$ cat config.mk
export PLATFORM = sky130hd
export DESIGN_NAME = threshold_trigger_qualifier_core
export DESIGN_NICKNAME = d
export VERILOG_FILES = /design/src/rtl/ttq_pkg.sv /design/src/rtl/ttq_front.sv /design/src/rtl/ttq_queue.sv /design/src/rtl/ttq_back.sv /design/src/rtl/threshold_trigger_qualifier_core.sv
export SDC_FILE = /design/constraint.sdc
export NUM_CORES = 1
export LEC_CHECK = 0
export ABC_CLOCK_PERIOD_IN_PS = 9080
export BUFFER_PORTS_ARGS = -buffer_cell sky130_fd_sc_hd__buf_2
export CAP_MARGIN = 5
export CELL_PAD_IN_SITES_DETAIL_PLACEMENT = 0
export CELL_PAD_IN_SITES_GLOBAL_PLACEMENT = 2
export CORE_MARGIN = 2
export CORE_UTILIZATION = 38
export CTS_CLUSTER_DIAMETER = 100
export CTS_CLUSTER_SIZE = 14
export DETAILED_ROUTE_END_ITERATION = 10
export PLACE_DENSITY_LB_ADDON = 0.1
export SLEW_MARGIN = 15
export SYNTH_ARGS = -nofsm -noshare
export SYNTH_HDL_FRONTEND = slang
export SYNTH_SLANG_ARGS = --single-unit
$ cat constraint.sdc
create_clock -name clk -period 9.08 [get_ports clk]
set_input_delay 1.816 -clock clk [delete_from_list [all_inputs] [get_ports clk]]
set_output_delay 1.816 -clock clk [all_outputs]
set_load 0.05 [all_outputs]
$ cat src/rtl/ttq_pkg.sv
// shared types and constants for the threshold trigger qualifier
`default_nettype none
package ttq_pkg;

  localparam int unsigned QUEUE_DEPTH = 2;
  localparam logic [31:0] HOUR_MS = 32'd3600000;

  typedef enum logic [2:0] {
    OC_FIRED      = 3'd0,
    OC_DISABLED   = 3'd1,
    OC_COOLDOWN   = 3'd2,
    OC_RATE_LIMIT = 3'd3,
    OC_NO_MATCH   = 3'd4,
    OC_FALSE      = 3'd5,
    OC_SUSTAINING = 3'd6
  } outcome_t;

  typedef enum logic [2:0] {
    REG_RULE_ENABLED    = 3'd0,
    REG_COMPARE_OP      = 3'd1,
    REG_THRESHOLD_LOW   = 3'd2,
    REG_THRESHOLD_UPPER = 3'd3,
    REG_SUSTAIN_MS      = 3'd4,
    REG_COOLDOWN_SPAN   = 3'd5,
    REG_MAX_PER_HOUR    = 3'd6
  } reg_index_t;

  typedef enum logic [2:0] {
    CMP_GT        = 3'd0,
    CMP_LT        = 3'd1,
    CMP_GE        = 3'd2,
    CMP_LE        = 3'd3,
    CMP_EQ        = 3'd4,
    CMP_NE        = 3'd5,
    CMP_IN_RANGE  = 3'd6,
    CMP_OUT_RANGE = 3'd7
  } cmp_mode_t;

  // values compare as raw signed words, the fraction point does not matter
  typedef struct packed {
    logic               rule_enabled;
    logic [3:0]         compare_op;
    logic signed [31:0] threshold_low;
    logic signed [31:0] threshold_upper;
    logic [31:0]        sustain_ms;
    logic [31:0]        cooldown_span;
    logic [15:0]        max_per_hour;
  } cfg_t;

  // classified item between front and back
  typedef struct packed {
    logic [31:0] now_ms;
    logic        trigger_match;
    logic        cond;
  } item_t;

  typedef struct packed {
    logic        fired;
    outcome_t    outcome;
    logic [31:0] total_firings;
    logic [15:0] hour_firings;
  } result_t;

endpackage
`default_nettype wire

$ cat src/rtl/ttq_front.sv
// front stage: takes input items and evaluates the threshold condition
`default_nettype none
module ttq_front (
  input  wire logic               clk,
  input  wire logic               rst,
  input  wire ttq_pkg::cfg_t      cfg,
  input  wire logic               in_valid,
  output logic                    in_ready,
  input  wire logic [31:0]        now_ms,
  input  wire logic               trigger_match,
  input  wire logic               sample_valid,
  input  wire logic signed [31:0] sample_value,
  output logic                    item_valid,
  input  wire logic               item_ready,
  output ttq_pkg::item_t          item
);

  logic cmp_raw;
  logic cond;

  always_comb begin
    case (ttq_pkg::cmp_mode_t'(cfg.compare_op[2:0]))
      ttq_pkg::CMP_GT:       cmp_raw = sample_value >  cfg.threshold_low;
      ttq_pkg::CMP_LT:       cmp_raw = sample_value <  cfg.threshold_low;
      ttq_pkg::CMP_GE:       cmp_raw = sample_value >= cfg.threshold_low;
      ttq_pkg::CMP_LE:       cmp_raw = sample_value <= cfg.threshold_low;
      ttq_pkg::CMP_EQ:       cmp_raw = sample_value == cfg.threshold_low;
      ttq_pkg::CMP_NE:       cmp_raw = sample_value != cfg.threshold_low;
      ttq_pkg::CMP_IN_RANGE: cmp_raw = (sample_value >= cfg.threshold_low) &&
                                       (sample_value <= cfg.threshold_upper);
      default:               cmp_raw = (sample_value <  cfg.threshold_low) ||
                                       (sample_value >  cfg.threshold_upper);
    endcase
    // invalid sample is false even under negation
    cond = sample_valid && (cmp_raw ^ cfg.compare_op[3]);
  end

  assign in_ready = !item_valid || item_ready;

  always_ff @(posedge clk) begin
    if (rst) begin
      item_valid <= 1'b0;
    end else if (in_ready) begin
      item_valid <= in_valid;
    end
  end

  always_ff @(posedge clk) begin
    if (in_valid && in_ready) begin
      item.now_ms        <= now_ms;
      item.trigger_match <= trigger_match;
      item.cond          <= cond;
    end
  end

endmodule
`default_nettype wire

$ cat src/rtl/ttq_queue.sv
// small fifo of classified items between front and back
`default_nettype none
module ttq_queue #(
  parameter int unsigned DEPTH = ttq_pkg::QUEUE_DEPTH
) (
  input  wire logic           clk,
  input  wire logic           rst,
  input  wire logic           push_valid,
  output logic                push_ready,
  input  wire ttq_pkg::item_t push_item,
  output logic                pop_valid,
  input  wire logic           pop_ready,
  output ttq_pkg::item_t      pop_item
);

  localparam int unsigned AW = (DEPTH > 1) ? $clog2(DEPTH) : 1;
  localparam int unsigned CW = $clog2(DEPTH + 1);
  localparam logic [AW-1:0] LAST = AW'(DEPTH - 1);
  localparam logic [CW-1:0] FULL = CW'(DEPTH);

  ttq_pkg::item_t mem [DEPTH];
  logic [AW-1:0]  wr_ptr;
  logic [AW-1:0]  rd_ptr;
  logic [CW-1:0]  count;
  logic           push;
  logic           pop;

  assign push_ready = count != FULL;
  assign pop_valid  = count != '0;
  assign push       = push_valid && push_ready;
  assign pop        = pop_valid && pop_ready;
  assign pop_item   = mem[rd_ptr];

  always_ff @(posedge clk) begin
    if (rst) begin
      wr_ptr <= '0;
      rd_ptr <= '0;
      count  <= '0;
    end else begin
      if (push) begin
        wr_ptr <= (wr_ptr == LAST) ? '0 : wr_ptr + 1'b1;
      end
      if (pop) begin
        rd_ptr <= (rd_ptr == LAST) ? '0 : rd_ptr + 1'b1;
      end
      if (push && !pop) begin
        count <= count + 1'b1;
      end else if (pop && !push) begin
        count <= count - 1'b1;
      end
    end
  end

  always_ff @(posedge clk) begin
    if (push) begin
      mem[wr_ptr] <= push_item;
    end
  end

endmodule
`default_nettype wire

$ cat src/rtl/ttq_back.sv
// back stage: cooldown, hourly limit, sustain timing and firing counters
`default_nettype none
module ttq_back (
  input  wire logic             clk,
  input  wire logic             rst,
  input  wire ttq_pkg::cfg_t    cfg,
  input  wire logic             item_valid,
  output logic                  item_ready,
  input  wire ttq_pkg::item_t   item,
  output logic                  res_valid,
  input  wire logic             res_ready,
  output ttq_pkg::result_t      res
);

  logic        cooling;
  logic [31:0] last_fire_time;
  logic [31:0] window_start_time;
  logic [15:0] window_count;
  logic [31:0] sustain_start_time;
  logic [31:0] fire_count;

  logic        cooling_next;
  logic [31:0] last_fire_time_next;
  logic [31:0] window_start_time_next;
  logic [15:0] window_count_next;
  logic [31:0] sustain_start_time_next;
  logic [31:0] fire_count_next;
  ttq_pkg::outcome_t outcome_next;

  logic [31:0] since_fire;
  logic [31:0] since_window;
  logic [31:0] since_sustain;
  logic        limit_on;
  logic        roll;
  logic [15:0] wc;
  logic [31:0] ws;
  logic        pop;

  assign item_ready = !res_valid || res_ready;
  assign pop        = item_valid && item_ready;

  assign since_fire    = item.now_ms - last_fire_time;
  assign since_window  = item.now_ms - window_start_time;
  assign since_sustain = item.now_ms - sustain_start_time;
  assign limit_on      = cfg.max_per_hour != '0;
  assign roll          = limit_on && (since_window >= ttq_pkg::HOUR_MS);
  assign wc            = roll ? 16'd0 : window_count;
  assign ws            = roll ? item.now_ms : window_start_time;

  always_comb begin
    cooling_next            = cooling;
    last_fire_time_next     = last_fire_time;
    window_start_time_next  = window_start_time;
    window_count_next       = window_count;
    sustain_start_time_next = sustain_start_time;
    fire_count_next         = fire_count;
    outcome_next            = ttq_pkg::OC_DISABLED;
    if (!cfg.rule_enabled) begin
      outcome_next = ttq_pkg::OC_DISABLED;
    end else if (cooling && (since_fire < cfg.cooldown_span)) begin
      outcome_next = ttq_pkg::OC_COOLDOWN;
    end else begin
      cooling_next           = 1'b0;
      window_start_time_next = ws;
      window_count_next      = wc;
      if (limit_on && (wc >= cfg.max_per_hour)) begin
        outcome_next = ttq_pkg::OC_RATE_LIMIT;
      end else if (!item.trigger_match) begin
        outcome_next = ttq_pkg::OC_NO_MATCH;
      end else if (!item.cond) begin
        sustain_start_time_next = '0;
        outcome_next            = ttq_pkg::OC_FALSE;
      end else if ((cfg.sustain_ms != '0) && (sustain_start_time == '0)) begin
        // a start at time zero stores zero, so the next true item restarts it
        sustain_start_time_next = item.now_ms;
        outcome_next            = ttq_pkg::OC_SUSTAINING;
      end else if ((cfg.sustain_ms != '0) && (since_sustain < cfg.sustain_ms)) begin
        outcome_next = ttq_pkg::OC_SUSTAINING;
      end else begin
        // the sustain start is left alone when no sustain time is set
        if (cfg.sustain_ms != '0) begin
          sustain_start_time_next = '0;
        end
        last_fire_time_next     = item.now_ms;
        fire_count_next         = fire_count + 32'd1;
        window_count_next       = (wc == 16'hffff) ? wc : wc + 16'd1;
        cooling_next            = cfg.cooldown_span != '0;
        outcome_next            = ttq_pkg::OC_FIRED;
      end
    end
  end

  always_ff @(posedge clk) begin
    if (rst) begin
      cooling            <= 1'b0;
      last_fire_time     <= '0;
      window_start_time  <= '0;
      window_count       <= '0;
      sustain_start_time <= '0;
      fire_count         <= '0;
      res_valid          <= 1'b0;
    end else begin
      if (pop) begin
        cooling            <= cooling_next;
        last_fire_time     <= last_fire_time_next;
        window_start_time  <= window_start_time_next;
        window_count       <= window_count_next;
        sustain_start_time <= sustain_start_time_next;
        fire_count         <= fire_count_next;
      end
      if (item_ready) begin
        res_valid <= item_valid;
      end
    end
  end

  always_ff @(posedge clk) begin
    if (pop) begin
      res.fired         <= outcome_next == ttq_pkg::OC_FIRED;
      res.outcome       <= outcome_next;
      res.total_firings <= fire_count_next;
      res.hour_firings  <= window_count_next;
    end
  end

endmodule
`default_nettype wire

$ cat src/rtl/threshold_trigger_qualifier_core.sv
// top level of the threshold trigger qualifier
//
//   channel  | handshake            | payload
//   ---------+----------------------+---------------------------------------------
//   cfg      | cfg_valid/cfg_ready  | cfg_index, cfg_data
//   in       | in_valid/in_ready    | now_ms, trigger_match, sample_valid, sample_value
//   out      | out_valid/out_ready  | fired, outcome, total_firings, hour_firings
//
// one item per cycle sustained while the output is not stalled; an item's result passes
// through the front register, the queue and the result register before it is presented.
// the back stage updates all rule state as it takes each item, which sets that rate.
// rst clears the configuration, the counters and all valid flags.
// a stalled output fills the result register, then the queue, then the front
// register before in_ready drops; cfg_ready is always high.
`default_nettype none
module threshold_trigger_qualifier_core #(
  parameter int unsigned QUEUE_DEPTH = ttq_pkg::QUEUE_DEPTH
) (
  input  wire logic               clk,
  input  wire logic               rst,
  input  wire logic               cfg_valid,
  output logic                    cfg_ready,
  input  wire logic [2:0]         cfg_index,
  input  wire logic [31:0]        cfg_data,
  input  wire logic               in_valid,
  output logic                    in_ready,
  input  wire logic [31:0]        now_ms,
  input  wire logic               trigger_match,
  input  wire logic               sample_valid,
  input  wire logic signed [31:0] sample_value,
  output logic                    out_valid,
  input  wire logic               out_ready,
  output logic                    fired,
  output logic [2:0]              outcome,
  output logic [31:0]             total_firings,
  output logic [15:0]             hour_firings
);

  ttq_pkg::cfg_t    cfg;
  ttq_pkg::item_t   front_item;
  ttq_pkg::item_t   queue_item;
  ttq_pkg::result_t res;
  logic             front_valid;
  logic             front_ready;
  logic             queue_valid;
  logic             queue_ready;

  assign cfg_ready = 1'b1;

  always_ff @(posedge clk) begin
    if (rst) begin
      cfg <= '0;
    end else if (cfg_valid && cfg_ready) begin
      case (ttq_pkg::reg_index_t'(cfg_index))
        ttq_pkg::REG_RULE_ENABLED:    cfg.rule_enabled    <= cfg_data[0];
        ttq_pkg::REG_COMPARE_OP:      cfg.compare_op      <= cfg_data[3:0];
        ttq_pkg::REG_THRESHOLD_LOW:   cfg.threshold_low   <= $signed(cfg_data);
        ttq_pkg::REG_THRESHOLD_UPPER: cfg.threshold_upper <= $signed(cfg_data);
        ttq_pkg::REG_SUSTAIN_MS:      cfg.sustain_ms      <= cfg_data;
        ttq_pkg::REG_COOLDOWN_SPAN:   cfg.cooldown_span   <= cfg_data;
        ttq_pkg::REG_MAX_PER_HOUR:    cfg.max_per_hour    <= cfg_data[15:0];
        default: ;
      endcase
    end
  end

  ttq_front u_front (
    .clk           (clk),
    .rst           (rst),
    .cfg           (cfg),
    .in_valid      (in_valid),
    .in_ready      (in_ready),
    .now_ms        (now_ms),
    .trigger_match (trigger_match),
    .sample_valid  (sample_valid),
    .sample_value  (sample_value),
    .item_valid    (front_valid),
    .item_ready    (front_ready),
    .item          (front_item)
  );

  ttq_queue #(
    .DEPTH (QUEUE_DEPTH)
  ) u_queue (
    .clk        (clk),
    .rst        (rst),
    .push_valid (front_valid),
    .push_ready (front_ready),
    .push_item  (front_item),
    .pop_valid  (queue_valid),
    .pop_ready  (queue_ready),
    .pop_item   (queue_item)
  );

  ttq_back u_back (
    .clk        (clk),
    .rst        (rst),
    .cfg        (cfg),
    .item_valid (queue_valid),
    .item_ready (queue_ready),
    .item       (queue_item),
    .res_valid  (out_valid),
    .res_ready  (out_ready),
    .res        (res)
  );

  assign fired         = res.fired;
  assign outcome       = res.outcome;
  assign total_firings = res.total_firings;
  assign hour_firings  = res.hour_firings;

  // fired flag agrees with the outcome code
  a_fired_code: assert property (@(posedge clk) disable iff (rst)
    out_valid |-> (fired == (outcome == ttq_pkg::OC_FIRED)))
    else $error("fired flag disagrees with outcome");

  // a front item held back by a full queue keeps its contents
  a_front_hold: assert property (@(posedge clk) disable iff (rst)
    (front_valid && !front_ready) |=> (front_valid && $stable(front_item)))
    else $error("front item lost while queue full");

  // disabled rule reported only while the rule is off
  a_disabled_cfg: assert property (@(posedge clk) disable iff (rst)
    (out_valid && (outcome == ttq_pkg::OC_DISABLED)) |-> !cfg.rule_enabled)
    else $error("disabled outcome with rule enabled");

  // a firing result counts at least one firing in the hour while an hourly limit is set
  a_fire_count: assert property (@(posedge clk) disable iff (rst)
    (out_valid && fired) |-> (hour_firings != 16'd0 || cfg.max_per_hour == 16'd0))
    else $error("firing not counted in hour window");

endmodule
`default_nettype wire
==> results of run 1 <==
==> registers in the layout, summed over array words and instances (netlist names), 2 cells and up, named ones only <==
signal / cells
u_back.window_count: 16
u_back.window_start_time: 32
u_queue.mem: 68
u_back.res: 52
u_back.sustain_start_time: 32
cfg: 149
u_back.fire_count: 32
u_queue.count: 2
u_back.last_fire_time: 32
u_front.item: 34
==> metal layers <==
layer,vias to the layer above,share of wire (%)
li1,10600,-
met1,10000,45
met2,266,50
met3,88,2.6
met4,0,2.1
met5,-,0
==> where the power goes <==
group | internal, mW | total [mW] | switching, mW
clock network | 0.823 | 1.62 | 0.793
registers | 2.29 | 2.35 | 0.0635
logic | 0.980 | 2.81 | 1.83
==> final timing paths <==
| check | startpoint | end | slack (ns) | depth (start not counted) |
|---|---|---|---|---|
| setup / recovery | register | u_back.res[40] | 1.05 | 28 |
| hold / removal | u_front.item[29] | u_queue.mem[0][29] | 0.45 | 0 |
| setup reg to reg | register | u_back.res[40] | 1.05 | 28 |
| hold reg to reg | u_front.item[29] | u_queue.mem[0][29] | 0.45 | 0 |
==> area by class of cell <==
type / count / area share (%)
Multi-Input combinational cell: 2130 / 47.9
Clock inverter: 5 / 0.178
Tap cell: 873 / 3.80
Sequential cell: 455 / 37.1
Inverter: 291 / 3.80
Clock buffer: 60 / 3.74
Timing Repair Buffer: 178 / 3.47
Antenna cell: 1 / 0.00871
==> cells in the final DEF (no fill, tap or decap), drive strengths merged, types with 28 or more instances in the layout <==
cell | netlist | routed
a211oi | 82 | 82
a21o | 60 | 60
a21oi | 289 | 289
and3 | 28 | 28
buf | 20 | 178
clkbuf | 98 | 60
dfxtp | 301 | 301
edfxtp | 154 | 154
ha | 238 | 238
inv | 291 | 293
mux2i | 42 | 42
nand2 | 446 | 446
nand3 | 84 | 84
nand4 | 60 | 60
nor2 | 214 | 214
nor3 | 51 | 51
nor4 | 40 | 40
o21ai | 71 | 71
xnor2 | 89 | 89
xor2 | 48 | 48
==> logic make-up (layout without fill, tap and decap cells) <==
group	Yosys count	count (layout)	share of synthesized area [%]
fa+ha+maj	241	241	11.7
xor+xnor	137	137	4.63
mux	45	45	1.75
flops	455	455	41.1
other cells	1	2	0.0145
compound gates	644	644	15.7
buf+inv	409	534	6.01
simple gates	1062	1062	19.1
==> critical path, delay by kind of cell (launching register included) <==
family / cells / cell delay, ns
adders and majority gates: 3 / 0.93
DFF: 1 / 0.49
and+or+nand+nor: 6 / 1.23
AOI/OAI and AO/OA: 14 / 3.63
muxes: 2 / 0.91
xor gates and xnor gates: 1 / 0.16
buffers and inverters: 2 / 0.39
==> results.tsv, run 1 <==
stage	metric	value	unit
detailed_routing	routed_via_density	5.27	
power	p_leak	10.3	nW
logic_synthesis	synth_nets	3341	
timing	finalSetupTns	0	ns
detailed_routing	routedWlPerCell	19.0	um
logic_synthesis	ys_seq_area_share	41.1	%
placed_design	place_area	27600	um2
clock_network	cts_resized	0	
cells_and_area	fin_nets	3442	
clock_network	cts_buffers	39	
logic_synthesis	synth_area	25900	um2
timing	period_minus_slack	8.03	ns
placed_design	preCtsSetupSlack	1.11	ns
setup_path	cp.required	9.41	ns
global_route	grt_use_met3	2.06	%
placed_design	hpwl	56.7	mm
detailed_routing	drc	0	
clock_network	post_cts_buffers	0	
global_route	grt.total_usage	21.4	%
run_status	status	finished, final reports clean	
detailed_routing	drtPass1Iterations	5	
floorplan	rows	95	
global_route	met2_usage	38.9	%
setup_path	cp.arrival	8.36	ns
cells_and_area	ff_latch_area	10700	um2
power	finalPower	6.77	mW
global_route	grt_pass1_wl	119	mm
detailed_routing	vias	21000	
clock_network	htree_levels	2	
logic_synthesis	yosysTopAreaCell	dfxtp_1	
cells_and_area	areaGrowthSynthToFinish	10.9	%
placed_design	dp_cells	3926	
timing	finClkSkew	0.0282	ns
timing	tightest_slew	1.15	ns
detailed_routing	drtIter0Drc	1292	
clock_network	path_clk_slew	0.07	ns
cells_and_area	fillerInstances	6727	
logic_synthesis	ys_types	83	
logic_synthesis	synth_seq_cells	455	
cells_and_area	finalNonFillerCells	3993	
timing	rsz0062_at_grt	no	
setup_path	critPathMaxFanout	33	
setup_path	slowest_stage	mux2i_1	
detailed_routing	ant_nets	0	
logic_synthesis	syn_area_per_cell	8.66	um2
timing	finalHoldViolCount	0	
timing	clock.fmax	0.125	GHz
cells_and_area	final_layout_size_suffix_gt1_share	8.43	%
global_route	grt_pass1_vias	20800	
floorplan	pin_count	161	
logic_synthesis	synth-edff-count	154	
logic_synthesis	postSynthCellCount	2994	
timing	finalMaxSlewViolations	0	
floorplan	core	67400	um2
logic_synthesis	synth_common_cells	445 x nand2_1, 301 x dfxtp_1, 291 x inv_1	
clock_network	cts_buffer_depth	3	
floorplan	start_util	38.5	%
cells_and_area	multiInputGateArea	13800	um2
clock_network	clk_latency	0.58	ns
cells_and_area	stdcell_area	28700	um2
timing	finalCritPeriodShare	88.5	%
clock_network	cts_sinks	455	
detailed_routing	routed_wl	75.8	mm
setup_path	critical_path_class	reg2reg	
timing	setup_slack	1.05	ns
logic_synthesis	async_flop_share	0	%
global_route	use_met1	27.1	%
min_path	worst_hold_path_type	reg2reg	
floorplan	fp.dieH	265	um
setup_path	cp-start-kind	register	
timing	hold_slack	0.446	ns
floorplan	dieWidth	265	um
placed_design	portBuffers	159	
clock_network	root_buffer	clkbuf_16	
placed_design	place_congestion	0.858	
logic_synthesis	yosysTopAreaCellShare	23.2	%
logic_synthesis	ys_warn_count	0	
global_route	busiest_layer	met2	
logic_synthesis	synthFlopType	dfxtp_1	
cells_and_area	utilization	42.6	%
power	power_density	236	nW/um2
clock_network	tritoncts	built	
logic_synthesis	synth_most_common_cell	nand2_1	
timing	slew_headroom	23.3	%
run	cap_viol_max_count	0	
timing	finalSetupViolCount	0	
global_route	grt_antenna_before_repair	1	
logic_synthesis	ys_top_cells_by_area	dfxtp_1 23%, edfxtp_1 18%, ha_1 11%	
global_route	grt-ovfl-total	0	
power	irDropWorstVdd	0.153	mV
floorplan	dieArea	70300	um2
setup_path	slowest_delay	0.69	ns
clock_network	hold_buffers	0	
setup_path	critPathCaptureType	register	
global_route	grt_max_degree	161	
No activity file was read; power rests on OpenSTA's default activity.
==> inputs of run 2 (changes only) <==
Settings changed: ABC_CLOCK_PERIOD_IN_PS 9080 to 8500.
Clock period 9.08 ns to 8.5 ns, I/O delays scaled along.
==> run 2 against run 1 <==
Net effect:
- via count rose by 0.43%
- sequential power grew 7%
- global-route usage grew 0.077 points
- first-iteration DRC count up 3.9%
- maximum frequency rose by 4.1%
- wire length hardly changed
- sequential cell count unchanged
- hold slack about the same
- power grew 7.2%
- critical path type unchanged
- clock power is 9.9% higher
- count of clock-buffer cells in the layout rose by 3
- non-clock buffer count increased by 4
==> results.tsv, run 2 (same netlist as run 1, synthesis figures left out) <==
stage	metric	value	unit	change
run	cap_viol_max_count	0		unchanged
cells_and_area	final_common_cell	nand2_1		unchanged
power	pwr-share-comb	41.0	%	was 41.4%
cells_and_area	areaGrowthSynthToFinish	11.2	%	was 10.9%
floorplan	start_util	38.5	%	unchanged
global_route	grt_antenna_before_repair	8		was 1
detailed_routing	vias	21100		was 21.0k
timing	finalSetupViolCount	0		unchanged
setup_path	r2r_cells	28		unchanged
global_route	grt_max_degree	167		was 161
cells_and_area	fin_nets	3447		was 3442
global_route	grt_pass1_wl	118	mm	was 119 mm
power	power_density	252	nW/um2	was 236 nW/um2
cells_and_area	final_cell_mix	445 x nand2_1, 300 x dfxtp_1, 290 x inv_1, 288 x a21oi_1, 238 x ha_1		unchanged
power	sequentialPowerShare	34.5	%	was 34.7%
min_path	worstHoldPathCells	0		unchanged
power	p_int	4.41	mW	was 4.09 mW
floorplan	pin_count	161		unchanged
setup_path	critPathTopFamily	compound AO/OA/AOI/OAI gates		unchanged
timing	finalMaxSlewViolations	0		unchanged
placed_design	place_congestion	0.880		was 0.858
floorplan	dieArea	70300	um2	unchanged
detailed_routing	routed_via_density	5.27		about the same
clock_network	path_clk_slew	0.07	ns	about the same
setup_path	critPathMaxFanout	33		unchanged
global_route	grt.total_usage	21.4	%	about the same
setup_path	worstSetupPathDepth	28		unchanged
floorplan	fp.dieH	265	um	unchanged
placed_design	preCtsSetupSlack	0.780	ns	was 1.11 ns
detailed_routing	routedWlPerCell	18.9	um	was 19.0 um
floorplan	rows	95		unchanged
detailed_routing	routed_wl	75.8	mm	about the same
cells_and_area	utilization	42.8	%	was 42.6%
cells_and_area	top_register	cfg		unchanged
detailed_routing	drtIter0Drc	1343		was 1292
placed_design	portBuffers	159		unchanged
cells_and_area	largestRegisters	cfg x149, u_queue.mem x68, u_back.res x52		unchanged
clock_network	cts_buffers	40		was 39
cells_and_area	largest_reg_flops	149		unchanged
setup_path	cp-start-kind	register		unchanged
global_route	grt-ovfl-total	0		unchanged
floorplan	core	67400	um2	unchanged
power	p_leak	10.3	nW	about the same
run_status	status	finished, final reports clean		unchanged
timing	finClkSkew	0.0167	ns	was 0.0282 ns
timing	slew_headroom	24.0	%	was 23.3%
clock_network	tritoncts	built		unchanged
detailed_routing	ant_nets	0		unchanged
power	power_frac_clock	24.5	%	was 23.9%
timing	clock.fmax	0.130	GHz	was 0.125 GHz
timing	setup_slack	0.781	ns	was 1.05 ns
power	power.switching	2.85	mW	was 2.68 mW
clock_network	cts_buffer_depth	3		unchanged
setup_path	slowest_delay	0.64	ns	was 0.69 ns
timing	tightest_slew	1.14	ns	was 1.15 ns
setup_path	critPathBufInv	2		unchanged
floorplan	dieWidth	265	um	unchanged
setup_path	critPathCaptureType	register		unchanged
detailed_routing	drtPass1Iterations	5		unchanged
power	finalPower	7.26	mW	was 6.77 mW
timing	rsz0062_at_grt	no		unchanged
power	irDropWorstVdd	0.144	mV	was 0.153 mV
detailed_routing	drc	0		unchanged
clock_network	cts_resized	0		unchanged
setup_path	cp.arrival	8.04	ns	was 8.36 ns
cells_and_area	final_layout_size_suffix_gt1_share	8.66	%	was 8.43%
setup_path	critical_path_class	reg2reg		unchanged
global_route	grt_pass1_vias	20900		was 20.8k
clock_network	hold_buffers	0		unchanged
timing	finalSetupTns	0	ns	unchanged
timing	period_minus_slack	7.72	ns	was 8.03 ns
clock_network	htree_levels	2		unchanged
clock_network	root_buffer	clkbuf_16		unchanged
timing	finalHoldViolCount	0		unchanged
placed_design	hpwl	56.7	mm	about the same
timing	finalCritPeriodShare	90.8	%	was 88.5%
clock_network	clk_latency	0.58	ns	about the same
min_path	worst_hold_path_type	reg2reg		unchanged
power	switching_share	39.2	%	was 39.6%
setup_path	cp.required	8.82	ns	was 9.41 ns
clock_network	cts_sinks	455		unchanged
clock_network	post_cts_buffers	0		unchanged
setup_path	slowest_stage	mux2i_1		unchanged
## run 2: changes by cell type in the layout (fill, tap and decap cells not counted)
cell	delta
nor2_2	+1
inv_8	+1
clkinvlp_4	+1
clkbuf_8	+2
buf_4	+5
clkinv_1	+1
clkbuf_16	+1
clkinv_8	-1
diode_2	+2
buf_12	-1
nor2_4	-1
## run 2: worst register-to-register path, delay by kind of cell (launching register included)
kind                     cells  cell delay, ns
AO/OA/AOI/OAI               14            3.56
AND/OR/NAND/NOR              6            1.21
adder cells (fa/ha/maj)      3            0.94
multiplexers                 2            0.87
flip-flops                   1            0.48
buffers and inverters        2            0.25
XOR/XNOR                     1            0.16
## run 2: per-stage QoR
step / hold slack (ns) / std cells / cell area [um2]
floorplan: 0.421 / 2994 / 25900
global placement: 0.427 / 3931 / 27600
detailed placement: 0.431 / 3931 / 27600
CTS: 0.447 / 4001 / 28800
global route: 0.450 / 4003 / 28800
finish: 0.446 / 4004 / 28800
## run 2: power groups by stage
stage	sequential (mW)	combinational, mW	clock [mW]
after floorplan	2.83	1.89	0
after global placement	2.56	2.96	0
after detailed placement	2.56	3.00	0
after CTS	2.51	3.02	1.84
after global routing	2.53	3.32	1.92
final	2.51	2.97	1.78
## run 2: worst paths after layout
check                         from            endpoint  slack [ns]
hold / removal    u_front.item[24]  u_queue.mem[1][24]        0.45
hold reg to reg   u_front.item[24]  u_queue.mem[1][24]        0.45
setup reg to reg          register      u_back.res[38]        0.78
setup / recovery          register      u_back.res[38]        0.78
## run 2: cell type report
cell class	instances	area, um2
Clock buffer	63	1130
Sequential cell	455	10700
Timing Repair Buffer	182	1020
Tap cell	873	1090
Fill cell	6765	38600
Clock inverter	7	57.6
Inverter	291	1090
Antenna cell	3	7.51
Multi-Input combinational cell	2130	13800
## run 2: layer usage
layer / track usage (%) / share of wire [%] / vias up
met3: 2.33 / 3.3 / 91
li1: - / - / 10700
met2: 38.6 / 50 / 306
met4: 6.02 / 2.4 / 0
met5: 0 / 0 / -
met1: 27.0 / 44 / 10000
